[src/rmq_pkg.sv]
// rmq_pkg: shared types and constants for the rotation matrix to quaternion block
// no dependencies; imported by every module of the block
`default_nettype none

package rmq_pkg;

    localparam int FRAC_BITS_DEF = 14;
    localparam int COMP_W        = 16;
    localparam int NUM_W         = 17;
    localparam int QUOT_W        = 16;

    localparam logic [1:0] BR_TRACE = 2'd0;
    localparam logic [1:0] BR_X     = 2'd1;
    localparam logic [1:0] BR_Y     = 2'd2;
    localparam logic [1:0] BR_Z     = 2'd3;

    typedef struct packed {
        logic signed [COMP_W-1:0] r00;
        logic signed [COMP_W-1:0] r01;
        logic signed [COMP_W-1:0] r02;
        logic signed [COMP_W-1:0] r10;
        logic signed [COMP_W-1:0] r11;
        logic signed [COMP_W-1:0] r12;
        logic signed [COMP_W-1:0] r20;
        logic signed [COMP_W-1:0] r21;
        logic signed [COMP_W-1:0] r22;
    } in_t;

    typedef struct packed {
        logic signed [COMP_W-1:0] quat_w;
        logic signed [COMP_W-1:0] quat_x;
        logic signed [COMP_W-1:0] quat_y;
        logic signed [COMP_W-1:0] quat_z;
        logic [1:0]               branch_taken;
        logic                     degenerate;
    } out_t;

    // numerators and branch info riding along the root pipeline
    typedef struct packed {
        logic signed [NUM_W-1:0] n_w;
        logic signed [NUM_W-1:0] n_x;
        logic signed [NUM_W-1:0] n_y;
        logic signed [NUM_W-1:0] n_z;
        logic [1:0]              branch;
        logic                    degen;
    } sq_side_t;

    // signs, dominant value and branch info riding along the divider pipeline
    typedef struct packed {
        logic [3:0]        neg;
        logic [COMP_W-1:0] dom;
        logic [1:0]        branch;
        logic              degen;
    } div_side_t;

endpackage

`default_nettype wire

[src/rmq_sqrt.sv]
// rmq_sqrt: pipelined restoring integer square root, one root bit per stage
// uses rmq_pkg
`default_nettype none

module rmq_sqrt
    import rmq_pkg::*;
#(
    parameter int ROOT_W = 16
) (
    input  wire logic                  aclk,
    input  wire logic                  en,
    input  wire logic [2*ROOT_W-1:0]   x_in,
    output logic      [ROOT_W-1:0]     root
);

    localparam int IN_W  = 2 * ROOT_W;
    localparam int REM_W = ROOT_W + 1;
    localparam int TMP_W = ROOT_W + 3;

    logic [REM_W-1:0]  rem_reg  [ROOT_W];
    logic [ROOT_W-1:0] root_reg [ROOT_W];
    logic [IN_W-1:0]   x_reg    [ROOT_W];

    for (genvar k = 0; k < ROOT_W; k++) begin : g_stage
        logic [REM_W-1:0]  rem_in;
        logic [ROOT_W-1:0] root_in;
        logic [IN_W-1:0]   x_cur;
        logic [TMP_W-1:0]  tmp;
        logic [TMP_W-1:0]  trial;
        logic              ge;
        logic [REM_W-1:0]  rem_next;
        logic [ROOT_W-1:0] root_next;
        logic [IN_W-1:0]   x_next;

        if (k == 0) begin : g_first
            assign rem_in  = '0;
            assign root_in = '0;
            assign x_cur   = x_in;
        end else begin : g_rest
            assign rem_in  = rem_reg[k-1];
            assign root_in = root_reg[k-1];
            assign x_cur   = x_reg[k-1];
        end

        always_comb begin
            tmp       = {rem_in, x_cur[IN_W-1 -: 2]};
            trial     = TMP_W'({root_in, 2'b01});
            ge        = tmp >= trial;
            rem_next  = ge ? REM_W'(tmp - trial) : REM_W'(tmp);
            root_next = {root_in[ROOT_W-2:0], ge};
            x_next    = x_cur << 2;
        end

        always_ff @(posedge aclk) begin
            if (en) begin
                rem_reg[k]  <= rem_next;
                root_reg[k] <= root_next;
                x_reg[k]    <= x_next;
            end
        end
    end

    assign root = root_reg[ROOT_W-1];

endmodule

`default_nettype wire

[config.mk]
export PLATFORM = sky130hd
export DESIGN_NAME = rmq_sqrt
export DESIGN_NICKNAME = d
export VERILOG_FILES = /design/src/rmq_pkg.sv /design/src/rmq_sqrt.sv
export SDC_FILE = /design/constraint.sdc
export NUM_CORES = 1
export LEC_CHECK = 0
export BUFFER_PORTS_ARGS = -buffer_cell sky130_fd_sc_hd__buf_2
export CORE_MARGIN = 2
export CORE_UTILIZATION = 30
export CTS_BUF_LIST = sky130_fd_sc_hd__clkbuf_16
export CTS_CLUSTER_DIAMETER = 50
export CTS_CLUSTER_SIZE = 14
export DETAILED_ROUTE_END_ITERATION = 6
export PLACE_DENSITY_LB_ADDON = 0.05
export SLEW_MARGIN = 30
export SYNTH_ARGS = -nofsm -noshare
export SYNTH_HDL_FRONTEND = slang
export SYNTH_SLANG_ARGS = --single-unit
export TNS_END_PERCENT = 20
[constraint.sdc]
create_clock -name aclk -period 8 [get_ports aclk]
set_input_delay 0.8 -clock aclk [delete_from_list [all_inputs] [get_ports aclk]]
set_output_delay 0.8 -clock aclk [all_outputs]
set_load 0.01 [all_outputs]
==> results by group <==
Place
  – Placed Area: between 30000 and 40000 um2
  – GPL Wtd Cong: between 0.8 and 0.9
  – Final HPWL DP: 42900 um
  – Placed insts: about 3500
  – # port buffers: 49

Worst setup path
  – Worst EP required: 8.41 ns
  – R2R cell count: 7
  – Worst-path fanout max: 17
  – R2R Path End: rem_reg[1][110]
  – R2r setup slk: about 4.4 ns
  – Worst setup path class: flip-flop to flip-flop
  – CP endpoint kind: flip-flop
  – Startpoint Class: flip-flop
  – Crit path DAT: between 4 and 5 ns
  – RR Startpoint: rem_reg[1][87]

Floorplan
  – # IOs: 50
  – Core Region: between 90000 and 100000 um2
  – Die Footprint: roughly 98000 um2
  – Die width: 313 um
  – # rows: about 110
  – Die boundary height: ~310 um
  – Initial core utilization: 30.2%

Timing
  – Fmax: around 270 MHz
  – Worst Skew: a little over 0.04 ns
  – # setup viols final: 0
  – Tcrit/Tclk final: 45.5%
  – Tmin final: around 3.6 ns
  – Setup TNS: 0 ns
  – RSZ-0062 raised after global routing: false
  – Endpoints failing hold: 0
  – Max-slew violations: 0
  – Max_slew headroom: between 40% and 50%
  – Tightest Pin Transition: 0.886 ns

Hold path
  – Hold Path Sink: x_reg[0][12]
  – Min-delay src: x_in[12]
  – Worst min-delay path class: primary input to flip-flop
  – Hold Crit Depth: 1

Global routing
  – First-pass GRT wire length: 96600 um
  – Total track usage: 12.5%
  – Vias in the first global route: between 15000 and 20000
  – Grt ovf: 0
  – Initial antenna violation count: 0
  – Largest net degree at the start of global routing: approximately 180

Finish
  – Max reg flops: 240
  – Layout cells sized above 1: a little over an eighth
  – Layout area overhead: 17.8%
  – Non-Filler Instances: between 3000 and 4000
  – Diode count: 0
  – Design area: roughly 34000 um2
  – Fin nets: approximately 2500

Synth
  – Post-synth EDFFs: approximately 600
  – Syn_nets: between 2000 and 2500
  – Top post-synthesis cells by area: edfxtp_1 64%, ha_1 6.6%, xnor2_1 2.8%
  – Top FF cell, synth: edfxtp_1
  – Synth Cell Area: 28700 um2
  – Async set or reset register ratio after synthesis: 0%
  – Seq/Total Area, Yosys: between 60 and 70%
  – Synth unique cells: 76
  – Ys Warns: 0
  – Mapped Cells: 2182
  – Post-synth top area share: between 60% and 70%
  – Post-synthesis register bit count: slightly above 600
  – Synth area leader: edfxtp_1
  – Avg Inst Size Synth: between 10 and 15 um2

Clock network
  – Clock sinks: around 610
  – Cts repair resizes: 0
  – Post-CTS setup buffer count: 0
  – TritonCTS Buffers: 92
  – TritonCTS clock tree: yes
  – Clock Latency Late Sink: 0.66 ns
  – Clock-pin slew on the worst setup and hold paths: approximately 0.060 ns
  – Bufs on Longest Clock Path: 3
  – H-Tree Level Count: 3
  – Hold_buf cts: 0
  – CTS Root Cell: clkbuf_16

Pwr
  – P per Cell Area: 286 nW/um2
  – VDD IR max: ~180 uV
  – Pleak: about 13 nW

Outcome
  – Status: finished clean

Detailed routing
  – Residual DRC: 0
  – First-pass DRT Iterations: 7
  – Final wirelength: 61200 um
  – Detailed-route via count: approximately 17000
  – Per-cell routed wire length: around 17 um
  – Antenna Nets Post-Route: 0
  – Initial DRC Count: around 1200
  – Via density: about 4.7

Job
  – Max_cap viols: 0
-- metal layers --
metal	GRT usage, %	wire length, um	vias to the layer above
met4	4.26	1260	0
li1	-	-	8419
met3	2.41	2800	77
met2	18.6	26400	335
met5	0	0	-
met1	18.1	30800	8144
-- layout by cell type, fill, tap and decap left out, types with 29 or more instances in the layout --
master       n
o21ai_0     89
mux2_2      48
xor2_1      62
nor4_1      29
nand2_1    100
nor2_1     168
edfxtp_1   613
o21a_1      45
xnor2_1     91
clkbuf_16   92
nor3_1      57
inv_1      183
a21oi_1    118
buf_2       48
ha_1       152
nand3_1     43
-- worst max-delay path, cell delays in order (launching register included) --
cell,delay (ns)
edfxtp_1,0.38
ha_1,0.29
or3_1,0.36
o22ai_1,0.54
nor2_1,0.16
o31ai_1,0.42
and3_1,0.81
mux2_2,0.42
-- worst max path at each step --
stage	startpoint	endpoint	slack [ns]	cells after the start
after floorplan	rem_reg[1][89]	rem_reg[1][111]	5.21	9
after global placement	rem_reg[1][87]	rem_reg[1][105]	4.53	7
after detailed placement	rem_reg[1][87]	rem_reg[1][110]	4.42	7
after CTS	rem_reg[1][87]	rem_reg[1][110]	4.38	7
after global routing	rem_reg[1][87]	rem_reg[1][111]	4.10	7
final	rem_reg[1][87]	rem_reg[1][110]	4.36	7
-- synth_stat cells (all sizes together) (4+ instances only) --
cell type and instances:
o22ai 5, clkbuf 30, or2 18, ha 152
o2111ai 4, nand3 43, or4 12, a21o 26
nor4 30, a21boi 5, nand3b 7, o311ai 7
or3 25, xnor2 91, nor2b 27, a211o 7
nor3 59, edfxtp 613, o31ai 23, nand4 22
mux2 48, o21a 45, mux2i 12, buf 8
o31a 9, nand4b 4, and3 9, o21bai 8
nor2 169, a2111oi 4, a21oi 118, nand2 100
o21ai 90, nand2b 11, a211oi 20, a31oi 9
inv 184, xor2 62, and2 11, nor3b 8
o211ai 10
-- through the flow --
stage | util [%] | setup WS (ns) | total power (W) | hold slack [ns]
5_1_grt | 35.6 | 4.10 | 0.0102 | 0.262
2_1_floorplan | - | 5.21 | 0.00511 | 0.400
6_report | 35.6 | 4.36 | 0.00968 | 0.306
4_1_cts | 35.6 | 4.38 | 0.00986 | 0.239
3_5_place_dp | 32.1 | 4.42 | 0.00558 | 0.405
3_3_place_gp | 32.1 | 4.53 | 0.00558 | 0.400
-- power by group --
| group | switching, W | leakage (nW) | internal, W |
|---|---|---|---|
| clock network | 0.00166 | 1.55 | 0.00251 |
| registers | 0.000214 | 5.87 | 0.00397 |
| logic | 0.000764 | 5.27 | 0.000563 |
| total | 0.00263 | 12.7 | 0.00704 |
-- cells by family (layout without fill, tap and decap cells) --
kind of cell	after synthesis	in the layout	synth area share, %
other	1	1	0.0131
AO/OA/AOI/OAI	416	416	9.36
multiplexers	60	60	2.30
XOR/XNOR	153	153	4.67
AND/OR/NAND/NOR	565	565	9.92
buffers and inverters	222	419	2.94
flip-flops	613	613	64.2
adder cells (fa/ha/maj)	152	152	6.63
-- layout make-up --
class / count / area, um2
Multi-Input combinational cell: 1347 / 9450
Clock inverter: 80 / 966
Fill cell: 9135 / 61100
Inverter: 184 / 691
Clock buffer: 92 / 2300
Tap cell: 1265 / 1580
Sequential cell: 613 / 18400
Timing Repair Buffer: 63 / 407
Power figures use the tool's default switching activity.
