[config.mk]
export PLATFORM = sky130hd
export DESIGN_NAME = rmq_div
export DESIGN_NICKNAME = d
export VERILOG_FILES = /design/src/rmq_pkg.sv /design/src/rmq_div.sv
export SDC_FILE = /design/constraint.sdc
export NUM_CORES = 1
export LEC_CHECK = 0
export BUFFER_PORTS_ARGS = -buffer_cell sky130_fd_sc_hd__buf_2
export CAP_MARGIN = 10
export CORE_ASPECT_RATIO = 1.4
export CORE_MARGIN = 3
export CORE_UTILIZATION = 45
export DETAILED_ROUTE_END_ITERATION = 10
export GPL_ROUTABILITY_DRIVEN = 0
export GPL_TIMING_DRIVEN = 0
export PLACE_DENSITY = 0.59
export SYNTH_ARGS = -nofsm -noshare
export SYNTH_HDL_FRONTEND = slang
export SYNTH_SLANG_ARGS = --single-unit
[constraint.sdc]
create_clock -name aclk -period 7.2 [get_ports aclk]
set_input_delay 1.8 -clock aclk [delete_from_list [all_inputs] [get_ports aclk]]
set_output_delay 1.8 -clock aclk [all_outputs]
set_load 0.02 [all_outputs]
[src/rmq_pkg.sv]
// rmq_pkg: shared types and constants for the rotation matrix to quaternion block
// no dependencies; imported by every module of the block
`default_nettype none

package rmq_pkg;

    localparam int FRAC_BITS_DEF = 14;
    localparam int COMP_W        = 16;
    localparam int NUM_W         = 17;
    localparam int QUOT_W        = 16;

    localparam logic [1:0] BR_TRACE = 2'd0;
    localparam logic [1:0] BR_X     = 2'd1;
    localparam logic [1:0] BR_Y     = 2'd2;
    localparam logic [1:0] BR_Z     = 2'd3;

    typedef struct packed {
        logic signed [COMP_W-1:0] r00;
        logic signed [COMP_W-1:0] r01;
        logic signed [COMP_W-1:0] r02;
        logic signed [COMP_W-1:0] r10;
        logic signed [COMP_W-1:0] r11;
        logic signed [COMP_W-1:0] r12;
        logic signed [COMP_W-1:0] r20;
        logic signed [COMP_W-1:0] r21;
        logic signed [COMP_W-1:0] r22;
    } in_t;

    typedef struct packed {
        logic signed [COMP_W-1:0] quat_w;
        logic signed [COMP_W-1:0] quat_x;
        logic signed [COMP_W-1:0] quat_y;
        logic signed [COMP_W-1:0] quat_z;
        logic [1:0]               branch_taken;
        logic                     degenerate;
    } out_t;

    // numerators and branch info riding along the root pipeline
    typedef struct packed {
        logic signed [NUM_W-1:0] n_w;
        logic signed [NUM_W-1:0] n_x;
        logic signed [NUM_W-1:0] n_y;
        logic signed [NUM_W-1:0] n_z;
        logic [1:0]              branch;
        logic                    degen;
    } sq_side_t;

    // signs, dominant value and branch info riding along the divider pipeline
    typedef struct packed {
        logic [3:0]        neg;
        logic [COMP_W-1:0] dom;
        logic [1:0]        branch;
        logic              degen;
    } div_side_t;

endpackage

`default_nettype wire

[src/rmq_div.sv]
// rmq_div: pipelined restoring divider, one quotient bit per stage, with overflow flag
// uses rmq_pkg
`default_nettype none

module rmq_div
    import rmq_pkg::*;
#(
    parameter int NW = 32,
    parameter int DW = 17,
    parameter int QW = QUOT_W
) (
    input  wire logic          aclk,
    input  wire logic          en,
    input  wire logic [NW-1:0] num,
    input  wire logic [DW-1:0] den,
    output logic      [QW-1:0] quot,
    output logic               ovf
);

    localparam int HI_W = NW - QW;
    localparam int CW   = (HI_W > DW) ? HI_W : DW;

    logic [DW-1:0] rem_reg [QW+1];
    logic [DW-1:0] d_reg   [QW+1];
    logic [QW-1:0] lo_reg  [QW+1];
    logic [QW-1:0] q_reg   [QW+1];
    logic          ovf_reg [QW+1];

    logic [CW-1:0] hi;
    logic          ovf_first;

    // quotient would need more than QW bits when the top part already reaches den
    always_comb begin
        hi        = CW'(num[NW-1:QW]);
        ovf_first = hi >= CW'(den);
    end

    always_ff @(posedge aclk) begin
        if (en) begin
            rem_reg[0] <= DW'(hi);
            d_reg[0]   <= den;
            lo_reg[0]  <= num[QW-1:0];
            q_reg[0]   <= '0;
            ovf_reg[0] <= ovf_first;
        end
    end

    for (genvar j = 1; j <= QW; j++) begin : g_stage
        logic [DW:0]   tmp;
        logic          ge;
        logic [DW-1:0] rem_next;

        always_comb begin
            tmp      = {rem_reg[j-1], lo_reg[j-1][QW-1]};
            ge       = tmp >= {1'b0, d_reg[j-1]};
            rem_next = ge ? DW'(tmp - {1'b0, d_reg[j-1]}) : DW'(tmp);
        end

        always_ff @(posedge aclk) begin
            if (en) begin
                rem_reg[j] <= rem_next;
                d_reg[j]   <= d_reg[j-1];
                lo_reg[j]  <= lo_reg[j-1] << 1;
                q_reg[j]   <= {q_reg[j-1][QW-2:0], ge};
                ovf_reg[j] <= ovf_reg[j-1];
            end
        end
    end

    assign quot = q_reg[QW];
    assign ovf  = ovf_reg[QW];

endmodule

`default_nettype wire

==> results of run 1 <==
==> per-stage QoR <==
stage	std cells	cell area, um2	total power [uW]	TNS (ps)
after floorplan	3097	41000	12700	0
after detailed placement	4359	43000	14700	0
after global placement	4352	42800	14500	-7132580
after global routing	4513	45700	20200	0
final	4513	45700	19000	0
after CTS	4512	45700	19200	0
==> layout by cell type, fill, tap and decap left out, types with 10 or more instances in the layout <==
cell / synthesis / routed
nand3_1: 37 / 37
a211o_1: 10 / 10
and4_1: 11 / 11
edfxtp_1: 832 / 832
fa_1: 15 / 15
or3_1: 13 / 13
a31oi_1: 18 / 18
o211ai_1: 14 / 14
nor2b_1: 26 / 26
xor2_1: 58 / 58
clkbuf_1: 21 / 30
a21oi_1: 211 / 211
mux2i_1: 11 / 11
bufinv_16: 0 / 10
inv_1: 360 / 360
a21boi_0: 10 / 10
nand2b_1: 21 / 21
nand4_1: 30 / 30
o21ai_0: 133 / 133
xnor2_1: 137 / 137
clkinv_2: 0 / 18
o31ai_1: 16 / 16
o31a_1: 11 / 11
and3_1: 11 / 11
o21a_1: 19 / 19
a211oi_1: 23 / 23
nor3_1: 41 / 41
buf_2: 8 / 74
or2_2: 13 / 13
ha_1: 288 / 288
nand2_1: 143 / 143
clkinv_1: 0 / 22
o21bai_1: 43 / 43
clkbuf_16: 0 / 85
mux2_2: 156 / 156
a21o_1: 94 / 94
nor2_1: 144 / 144
==> final timing paths <==
kind | slack (ps) | cells after the start | startpoint | end
setup / recovery | 2390 | 12 | lo_reg[0][143]$_DFFE_PP_ | rem_reg[0][153]$_DFFE_PP_
hold / removal | 380 | 0 | lo_reg[0][68]$_DFFE_PP_ | lo_reg[0][85]$_DFFE_PP_
setup reg to reg | 2390 | 12 | lo_reg[0][143]$_DFFE_PP_ | rem_reg[0][153]$_DFFE_PP_
hold reg to reg | 380 | 0 | lo_reg[0][68]$_DFFE_PP_ | lo_reg[0][85]$_DFFE_PP_
==> cell usage after synthesis (26+ instances only) <==
cell,count,area share
o21ai_0,133,0.016
a21o_1,94,0.017
nor2_1,144,0.013
o21bai_1,43,0.0079
mux2_2,156,0.043
nor2b_1,26,0.0040
nand4_1,30,0.0046
nand2_1,143,0.013
xnor2_1,137,0.029
a21oi_1,211,0.026
edfxtp_1,832,0.61
inv_1,360,0.033
nand3_1,37,0.0045
xor2_1,58,0.012
nor3_1,41,0.0050
ha_1,288,0.088
==> kinds of logic (layout without fill, tap and decap cells) <==
| group | Yosys count | count (layout) | synth area share |
|---|---|---|---|
| AOI/OAI and AO/OA | 679 | 679 | 0.107 |
| xor gates and xnor gates | 195 | 195 | 0.0417 |
| buffers and inverters | 395 | 623 | 0.0373 |
| muxes | 175 | 175 | 0.0485 |
| and+or+nand+nor | 518 | 518 | 0.0604 |
| DFF | 832 | 832 | 0.610 |
| adders and majority gates | 303 | 303 | 0.0953 |
==> area by class of cell <==
class / instances / area (um2)
Clock inverter: 59 / 601
Clock buffer: 94 / 2160
Inverter: 360 / 1350
Sequential cell: 832 / 25000
Buffer: 35 / 175
Tap cell: 1188 / 1490
Multi-Input combinational cell: 1870 / 14400
Timing Repair Buffer: 75 / 543
Fill cell: 7500 / 44200
==> power by group through the flow <==
| stage | Sequential, uW | Clock [uW] | Combinational, uW |
|---|---|---|---|
| 6_report | 7230 | 4380 | 7390 |
| 3_3_place_gp | 7400 | 0 | 7050 |
| 4_1_cts | 7220 | 4520 | 7410 |
| 5_1_grt | 7330 | 4700 | 8120 |
| 2_1_floorplan | 7180 | 0 | 5560 |
| 3_5_place_dp | 7320 | 0 | 7350 |
==> metal layers <==
metal	vias up	GRT usage	share of wire
li1	11800	-	-
met1	11900	0.125	0.29
met2	533	0.364	0.61
met3	289	0.0219	0.030
met4	0	0.126	0.074
met5	-	0	0
==> flow_summary.yaml, run 1 <==
outcome:
  status: "finished clean"
sta:
  worst_slack_ps: 2390
  relSlewSlack: 0.202
  period_needed_ps: 4810
  worst_pin_slew_ps: 1190
  fin_worst_skew_ps: 43.5
  min_period_over_period: 0.669
  holdWs_ps: 384
  rsz0062_at_grt: "no"
  slew_violations: 0
  fmax_mhz: 208
  setup_viol: 0
  final_hold_viol_count: 0
logic_synthesis:
  syn_area_um2: 41000
  synthCells: 3097
  ys_seq_elements: 832
  synth.distinct_cells: 73
  synthArstFlopShare: 0
  yosys_most_used_dff: "edfxtp_1"
  ys_warn_count: 0
  synth.avg_cell_area_um2: 13.2
  syn-num-nets: 3451
  synth_edf_count: 832
  ys_seq_area_frac: 0.610
power:
  clkPwrFrac: 0.231
  p_leak_uw: 0.0182
  switching_share: 0.333
  ir_drop_mv: 0.200
  seq_power_share: 0.380
  switching_power_uw: 6330
  combPwrFrac: 0.389
  intPower_uw: 12700
  powerDensity_nw_per_um2: 415
cells_and_area:
  largest_reg_flops: 272
  post-route-util: 0.509
  syn2layout_area_growth_pct: 11.7
  drive_gt1_frac: 0.121
  n_antenna_cell: 0
  final_nets: 3612
cts:
  clk_pin_slew_ps: 60
  cts_tree: "yes"
  htree_levels: 3
  cts_buffers: 84
  cts_hold_buf: 0
  ctsLongestPathBuffers: 3
  root_buffer: "clkbuf_16"
  postCtsSetupBuffers: 0
  ctsResizeCount: 0
  cts_sinks: 832
  insertion_delay_ps: 650
global_route:
  grt_pass1_vias: 26500
  grt_max_degree: 123
  grt_overflow: 0
  globalRouteTotalUtil: 0.169
  antenna_found_initial: 0
  grt_pass1_wl_um: 126000
setup_path:
  cp_slowest_cell: "a31oi_1"
  cp_top_family: "compound AO/OA/AOI/OAI gates"
  crit_path_max_fanout: 10
  critPathCaptureType: "flop"
  cp-start-kind: "flop"
  cp.required_ps: 7560
  cpPeakStageDelay_ps: 830
  critPathKind: "flop to flop"
  cp.arrival_ps: 5180
  path_buf_inv: 3
  worstPathCellList: "inv_1 > ha_1 > inv_1 > fa_1 > a211oi_1 > o21ai_0 > a21oi_1 > o31ai_1 > a211o_1 > a31oi_1 > clkbuf_1 > o21ai_0"
placement:
  dp_hpwl_um: 59300
  pre_cts_ws_ps: 2430
  io_buffers: 67
drt:
  routed_wl_um: 80300
  wl_per_cell_um: 17.8
  drc: 0
  via_per_inst: 5.42
  drt_iter0_drc: 1279
  firstDrtPassIters: 5
  via_count: 24500
  antenna_left: 0
floorplanning:
  die_w_um: 261
  dieArea_um2: 94700
  initial_core_util: 0.455
  ios: 68
  coreArea_um2: 89900
  die_h_um: 363
  rows: 130
hold_path:
  min_path_type: "flop to flop"
job:
  drv_cap: 0
No activity file was read; power rests on OpenSTA's default activity.
==> run 2: changes to the inputs <==
clock period = 4.43 ns   (was 7.2 ns; I/O delays follow)
==> run 2 against run 1 <==
  * Clock power is 63% higher
  * Routed wire length up 0.16%
  * Combinational power up 64%
  * Sequential power rose by 62%
  * Non-clock buffer count did not move
  * Hold slack about the same
  * Count of clock-buffer cells in the layout unchanged
  * Critical endpoint is now rem_reg[0][114]$_DFFE_PP_
==> flow_summary.yaml, run 2 (synthesized netlist as in run 1, its figures left out) <==
cts:
  cts_sinks: 832
  clk_pin_slew_ps: 60
  ctsLongestPathBuffers: 3
  cts_tree: "yes"
  insertion_delay_ps: 660
  cts_buffers: 84
  postCtsSetupBuffers: 0
  root_buffer: "clkbuf_16"
  htree_levels: 3
power:
  p_leak_uw: 0.0182
  ir_drop_mv: 0.327
  powerDensity_nw_per_um2: 676
global_route:
  grt_pass1_vias: 26500
  antenna_found_initial: 0
  globalRouteTotalUtil: 0.169
  grt_max_degree: 123
  grt_pass1_wl_um: 126000
  grt_overflow: 0
cells_and_area:
  mostFrequentLayoutCells: "edfxtp_1 (832), inv_1 (360), ha_1 (288)"
  instances_no_fill: 4513
  syn2layout_area_growth_pct: 11.8
  largest_reg_flops: 272
  n_antenna_cell: 0
  final_nets: 3612
  drive_gt1_frac: 0.123
  layout_commonest_cell: "edfxtp_1"
placement:
  dp.cells: 4359
  dp_hpwl_um: 59300
  io_buffers: 67
sta:
  period_needed_ps: 4250
  slew_violations: 0
  final_hold_viol_count: 0
  holdWs_ps: 384
  setup_viol: 0
  rsz0062_at_grt: "no"
  min_period_over_period: 0.959
  fin_worst_skew_ps: 44.4
  fmax_mhz: 235
  relSlewSlack: 0.220
  worst_pin_slew_ps: 1160
floorplanning:
  initial_core_util: 0.455
  die_h_um: 363
  rows: 130
  dieArea_um2: 94700
  ios: 68
  coreArea_um2: 89900
  die_w_um: 261
setup_path:
  worstReg2RegStart: "lo_reg[0][95]$_DFFE_PP_"
  cp.required_ps: 4830
  crit_path_max_fanout: 10
  cp.arrival_ps: 4650
  critPathCaptureType: "flop"
  critPathKind: "flop to flop"
  crit_path_start: "lo_reg[0][95]$_DFFE_PP_"
  cp-start-kind: "flop"
drt:
  firstDrtPassIters: 6
  wl_per_cell_um: 17.8
  via_count: 24500
  drt_iter0_drc: 1281
  via_per_inst: 5.43
  antenna_left: 0
  routed_wl_um: 80400
  drc: 0
job:
  drv_cap: 0
outcome:
  status: "finished clean"
hold_path:
  min_from: "lo_reg[0][68]$_DFFE_PP_"
  min_path_type: "flop to flop"
[run 2: changes by cell type in the layout (fill, tap and decap cells not counted)]
cell and change:
a21oi_1 -3, a21oi_2 +3, clkbuf_1 -2, clkbuf_2 +2
o21ai_1 -2, o21ai_2 +2, a31oi_1 -1, a31oi_4 +1
[run 2: metal layers]
metal | share of wire | vias up | GRT usage | routed length, um
li1 | - | 11800 | - | -
met1 | 0.29 | 11900 | 0.125 | 23400
met2 | 0.61 | 539 | 0.364 | 48800
met3 | 0.030 | 280 | 0.0219 | 2410
met4 | 0.073 | 0 | 0.126 | 5870
met5 | 0 | - | 0 | 0
[run 2: where the power goes]
part | leakage (uW) | switching (uW) | internal, uW
clock network | 0.00135 | 3010 | 4110
registers | 0.00813 | 726 | 11000
logic | 0.00872 | 6580 | 5490
total | 0.0182 | 10300 | 20600
[run 2: final timing paths]
| check | to | slack (ps) | cells after the start |
|---|---|---|---|
| setup / recovery | rem_reg[0][114]$_DFFE_PP_ | 180 | 12 |
| hold / removal | lo_reg[0][85]$_DFFE_PP_ | 380 | 0 |
| setup reg to reg | rem_reg[0][114]$_DFFE_PP_ | 180 | 12 |
| hold reg to reg | lo_reg[0][85]$_DFFE_PP_ | 380 | 0 |
[run 2: final cells by class]
class                   count  area, um2
well taps                1188       1490
plain buffers              35        178
multi-input cells        1870      14500
clock buffers              94       2160
clock inverters            59        601
fillers                  7499      44200
repair buffers             75        543
inverters                 360       1350
flip-flops and latches    832      25000
[run 2: through the flow]
stage	total power (uW)	utilization	cell area [um2]	setup TNS (ps)	setup slack, ps
after detailed placement	23800	0.478	43000	-7150	-345
after floorplan	20700	-	41000	0	1140
after global placement	23500	0.476	42800	-8867510	-10780
final	30900	0.509	45800	0	183
after global routing	32800	0.509	45800	0	30.8
after CTS	31200	0.509	45800	0	0.0755
[run 2: worst max-delay path: stages, from the launching register on]
cell and delay, ps:
edfxtp_1 360, inv_1 100, ha_1 180, inv_1 50
fa_1 430, a211oi_1 320, o21ai_0 170, a21oi_1 580
o31a_1 380, o31ai_1 190, a31oi_4 480, buf_2 400
mux2_2 380
[run 2: repair_timing]
item                                    4_1_cts  5_1_grt
resized for setup                             6        3
hold endpoints to repair                      0        0
hold buffers                                  0        0
endpoints found under the setup margin       42       27
pin swaps                                     0        0
==> run 3: changes to the inputs <==
ABC_AREA = 1   (was unset)
==> run 3 against run 2 <==
  * Sequential share of layout area fell by 6.9 points
  * Final area rose by 14%
  * Critical path depth fell by 8
  * Non-clock buffer count rose by 11
  * Area after synthesis rose by 15%
  * Critical path type is now input port to flop
  * Clock skew fell by 12 ps
  * Final cell count rose by 53%
  * Die area rose by 15%
==> flow_summary.yaml, run 3 <==
power:
  clkPwrFrac: 0.217
  intPower_uw: 20100
  total_power_uw: 34000
  switching_power_uw: 13800
  seq_power_share: 0.355
  powerDensity_nw_per_um2: 648
  p_leak_uw: 0.0260
  combPwrFrac: 0.429
  ir_drop_mv: 0.336
  switching_share: 0.407
cts:
  postCtsSetupBuffers: 0
  ctsResizeCount: 0
  ctsLongestPathBuffers: 3
  clk_pin_slew_ps: 60
  cts_sinks: 832
  cts_tree: "yes"
  root_buffer: "clkbuf_16"
  insertion_delay_ps: 680
  htree_levels: 3
  cts_hold_buf: 0
  cts_buffers: 89
global_route:
  grt_max_degree: 126
  antenna_found_initial: 2
  globalRouteTotalUtil: 0.211
  grt_overflow: 0
  grt_pass1_vias: 33800
  grt_pass1_wl_um: 177000
logic_synthesis:
  ys_seq_elements: 832
  synth_area_leader_cell: "edfxtp_1"
  synth.area.top_cells: "edfxtp_1 (53%), nand2_1 (15%), inv_1 (8.3%)"
  synthCells: 5335
  syn_area_um2: 47300
  syn-num-nets: 5689
  yosys-top-cells-count: "nand2_1 (1938), inv_1 (1044), edfxtp_1 (832)"
  yosys_most_used_dff: "edfxtp_1"
  ys_seq_area_frac: 0.528
  synth.distinct_cells: 44
  synth_edf_count: 832
  synthArstFlopShare: 0
  synth.avg_cell_area_um2: 8.86
  yosysTopAreaCellShare: 0.528
  ys_warn_count: 0
  yosysMostFrequentCell: "nand2_1"
cells_and_area:
  fill_cells: 9688
  multi_input_area_um2: 18000
  mostFrequentLayoutCells: "nand2_1 (1938), inv_1 (1044), edfxtp_1 (832)"
  largest_reg_flops: 272
  regArea_um2: 25000
  n_antenna_cell: 0
  drive_gt1_frac: 0.0709
  final_nets: 5854
  instances_no_fill: 6919
  layout_commonest_cell: "nand2_1"
  syn2layout_area_growth_pct: 10.8
sta:
  worst_pin_slew_ps: 741
  final_hold_viol_count: 0
  slew_violations: 0
  min_period_over_period: 0.652
  fin_worst_skew_ps: 32.6
  fmax_mhz: 346
  relSlewSlack: 0.506
  setup_viol: 0
  holdWs_ps: 408
  period_needed_ps: 2890
  rsz0062_at_grt: "no"
placement:
  dp.cells: 6758
  io_buffers: 67
  dp_hpwl_um: 89500
setup_path:
  path_buf_inv: 4
  critPathCaptureType: "flop"
  cp.required_ps: 4720
  cpPeakStageDelay_ps: 460
  worstPathCellList: "buf_8 > buf_16 > buf_16 > buf_16"
  worstReg2RegStart: "lo_reg[0][79]$_DFFE_PP_"
  cp_top_family: "buffers and inverters"
  crit_path_max_fanout: 116
  cp-start-kind: "input port"
  critPathKind: "input port to flop"
  crit_path_start: "en"
  cp_slowest_cell: "buf_16"
  path_common_cell: "buf_16"
  cp.arrival_ps: 3180
floorplanning:
  coreArea_um2: 104000
  dieArea_um2: 109000
  die_h_um: 390
  rows: 140
  die_w_um: 280
  ios: 68
  initial_core_util: 0.454
drt:
  drt_iter0_drc: 1798
  via_count: 33700
  routed_wl_um: 114000
  via_per_inst: 4.88
  wl_per_cell_um: 16.4
  drc: 0
  firstDrtPassIters: 7
  antenna_left: 0
job:
  drv_cap: 0
hold_path:
  min_from: "lo_reg[0][11]$_DFFE_PP_"
  min_path_type: "flop to flop"
outcome:
  status: "finished clean"
-- run 3: changes by cell type after synthesis, moves of 26 or more --
cell / delta
a21oi_1: -63
mux2_2: -156
nand3_1: +406
nor2b_1: -26
xnor2_1: -123
nand2_1: +1795
o21bai_1: -42
a21o_1: -93
xor2_1: +32
inv_1: +684
nand2_4: +27
o21ai_0: -126
nand2_2: +61
nor2_1: +47
-- run 3: power groups by stage --
stage	combinational (uW)	clock (uW)	sequential, uW
floorplan	10800	0	11700
global placement	14400	0	12400
detailed placement	14600	0	12200
CTS	14600	7580	12100
global route	16600	7910	12200
finish	14600	7360	12000
-- run 3: layer usage --
| metal | GRT usage | routed length, um | vias to the layer above |
|---|---|---|---|
| met2 | 0.428 | 64200 | 630 |
| met4 | 0.155 | 9110 | 0 |
| met3 | 0.0231 | 3140 | 329 |
| li1 | - | - | 17300 |
| met1 | 0.187 | 37200 | 15400 |
| met5 | 0 | 0 | - |
-- run 3: stage by stage --
| step | setup WS (ps) | cell area (um2) | setup TNS, ps | utilization |
|---|---|---|---|---|
| finish | 1540 | 52400 | 0 | 0.502 |
| global route | 1420 | 52400 | 0 | 0.502 |
| CTS | 1560 | 52400 | 0 | 0.502 |
| detailed placement | 849 | 49500 | 0 | 0.475 |
| global placement | -10930 | 49300 | -8942320 | 0.473 |
| floorplan | 2270 | 47300 | 0 | - |
-- run 3: layout make-up --
cell class | instances | share of cell area
flip-flops and latches | 832 | 0.477
clock buffers | 111 | 0.0449
clock inverters | 50 | 0.00977
repair buffers | 74 | 0.0103
well taps | 1349 | 0.0322
plain buffers | 47 | 0.00748
multi-input cells | 3409 | 0.343
inverters | 1047 | 0.0750
-- run 3: logic make-up after synthesis --
kind of cell / share of synthesized area
AO/OA/AOI/OAI: 0.0197
XOR/XNOR: 0.0193
adder cells (fa/ha/maj): 0.0826
buffers and inverters: 0.0914
flip-flops: 0.528
AND/OR/NAND/NOR: 0.259
-- run 3: final timing paths --
path                               to  slack [ps]  cells after the start
max            q_reg[16][6]$_DFFE_PP_        1540                      4
min           lo_reg[0][28]$_DFFE_PP_         410                      0
max reg2reg  rem_reg[0][87]$_DFFE_PP_        1600                     15
min reg2reg   lo_reg[0][28]$_DFFE_PP_         410                      0
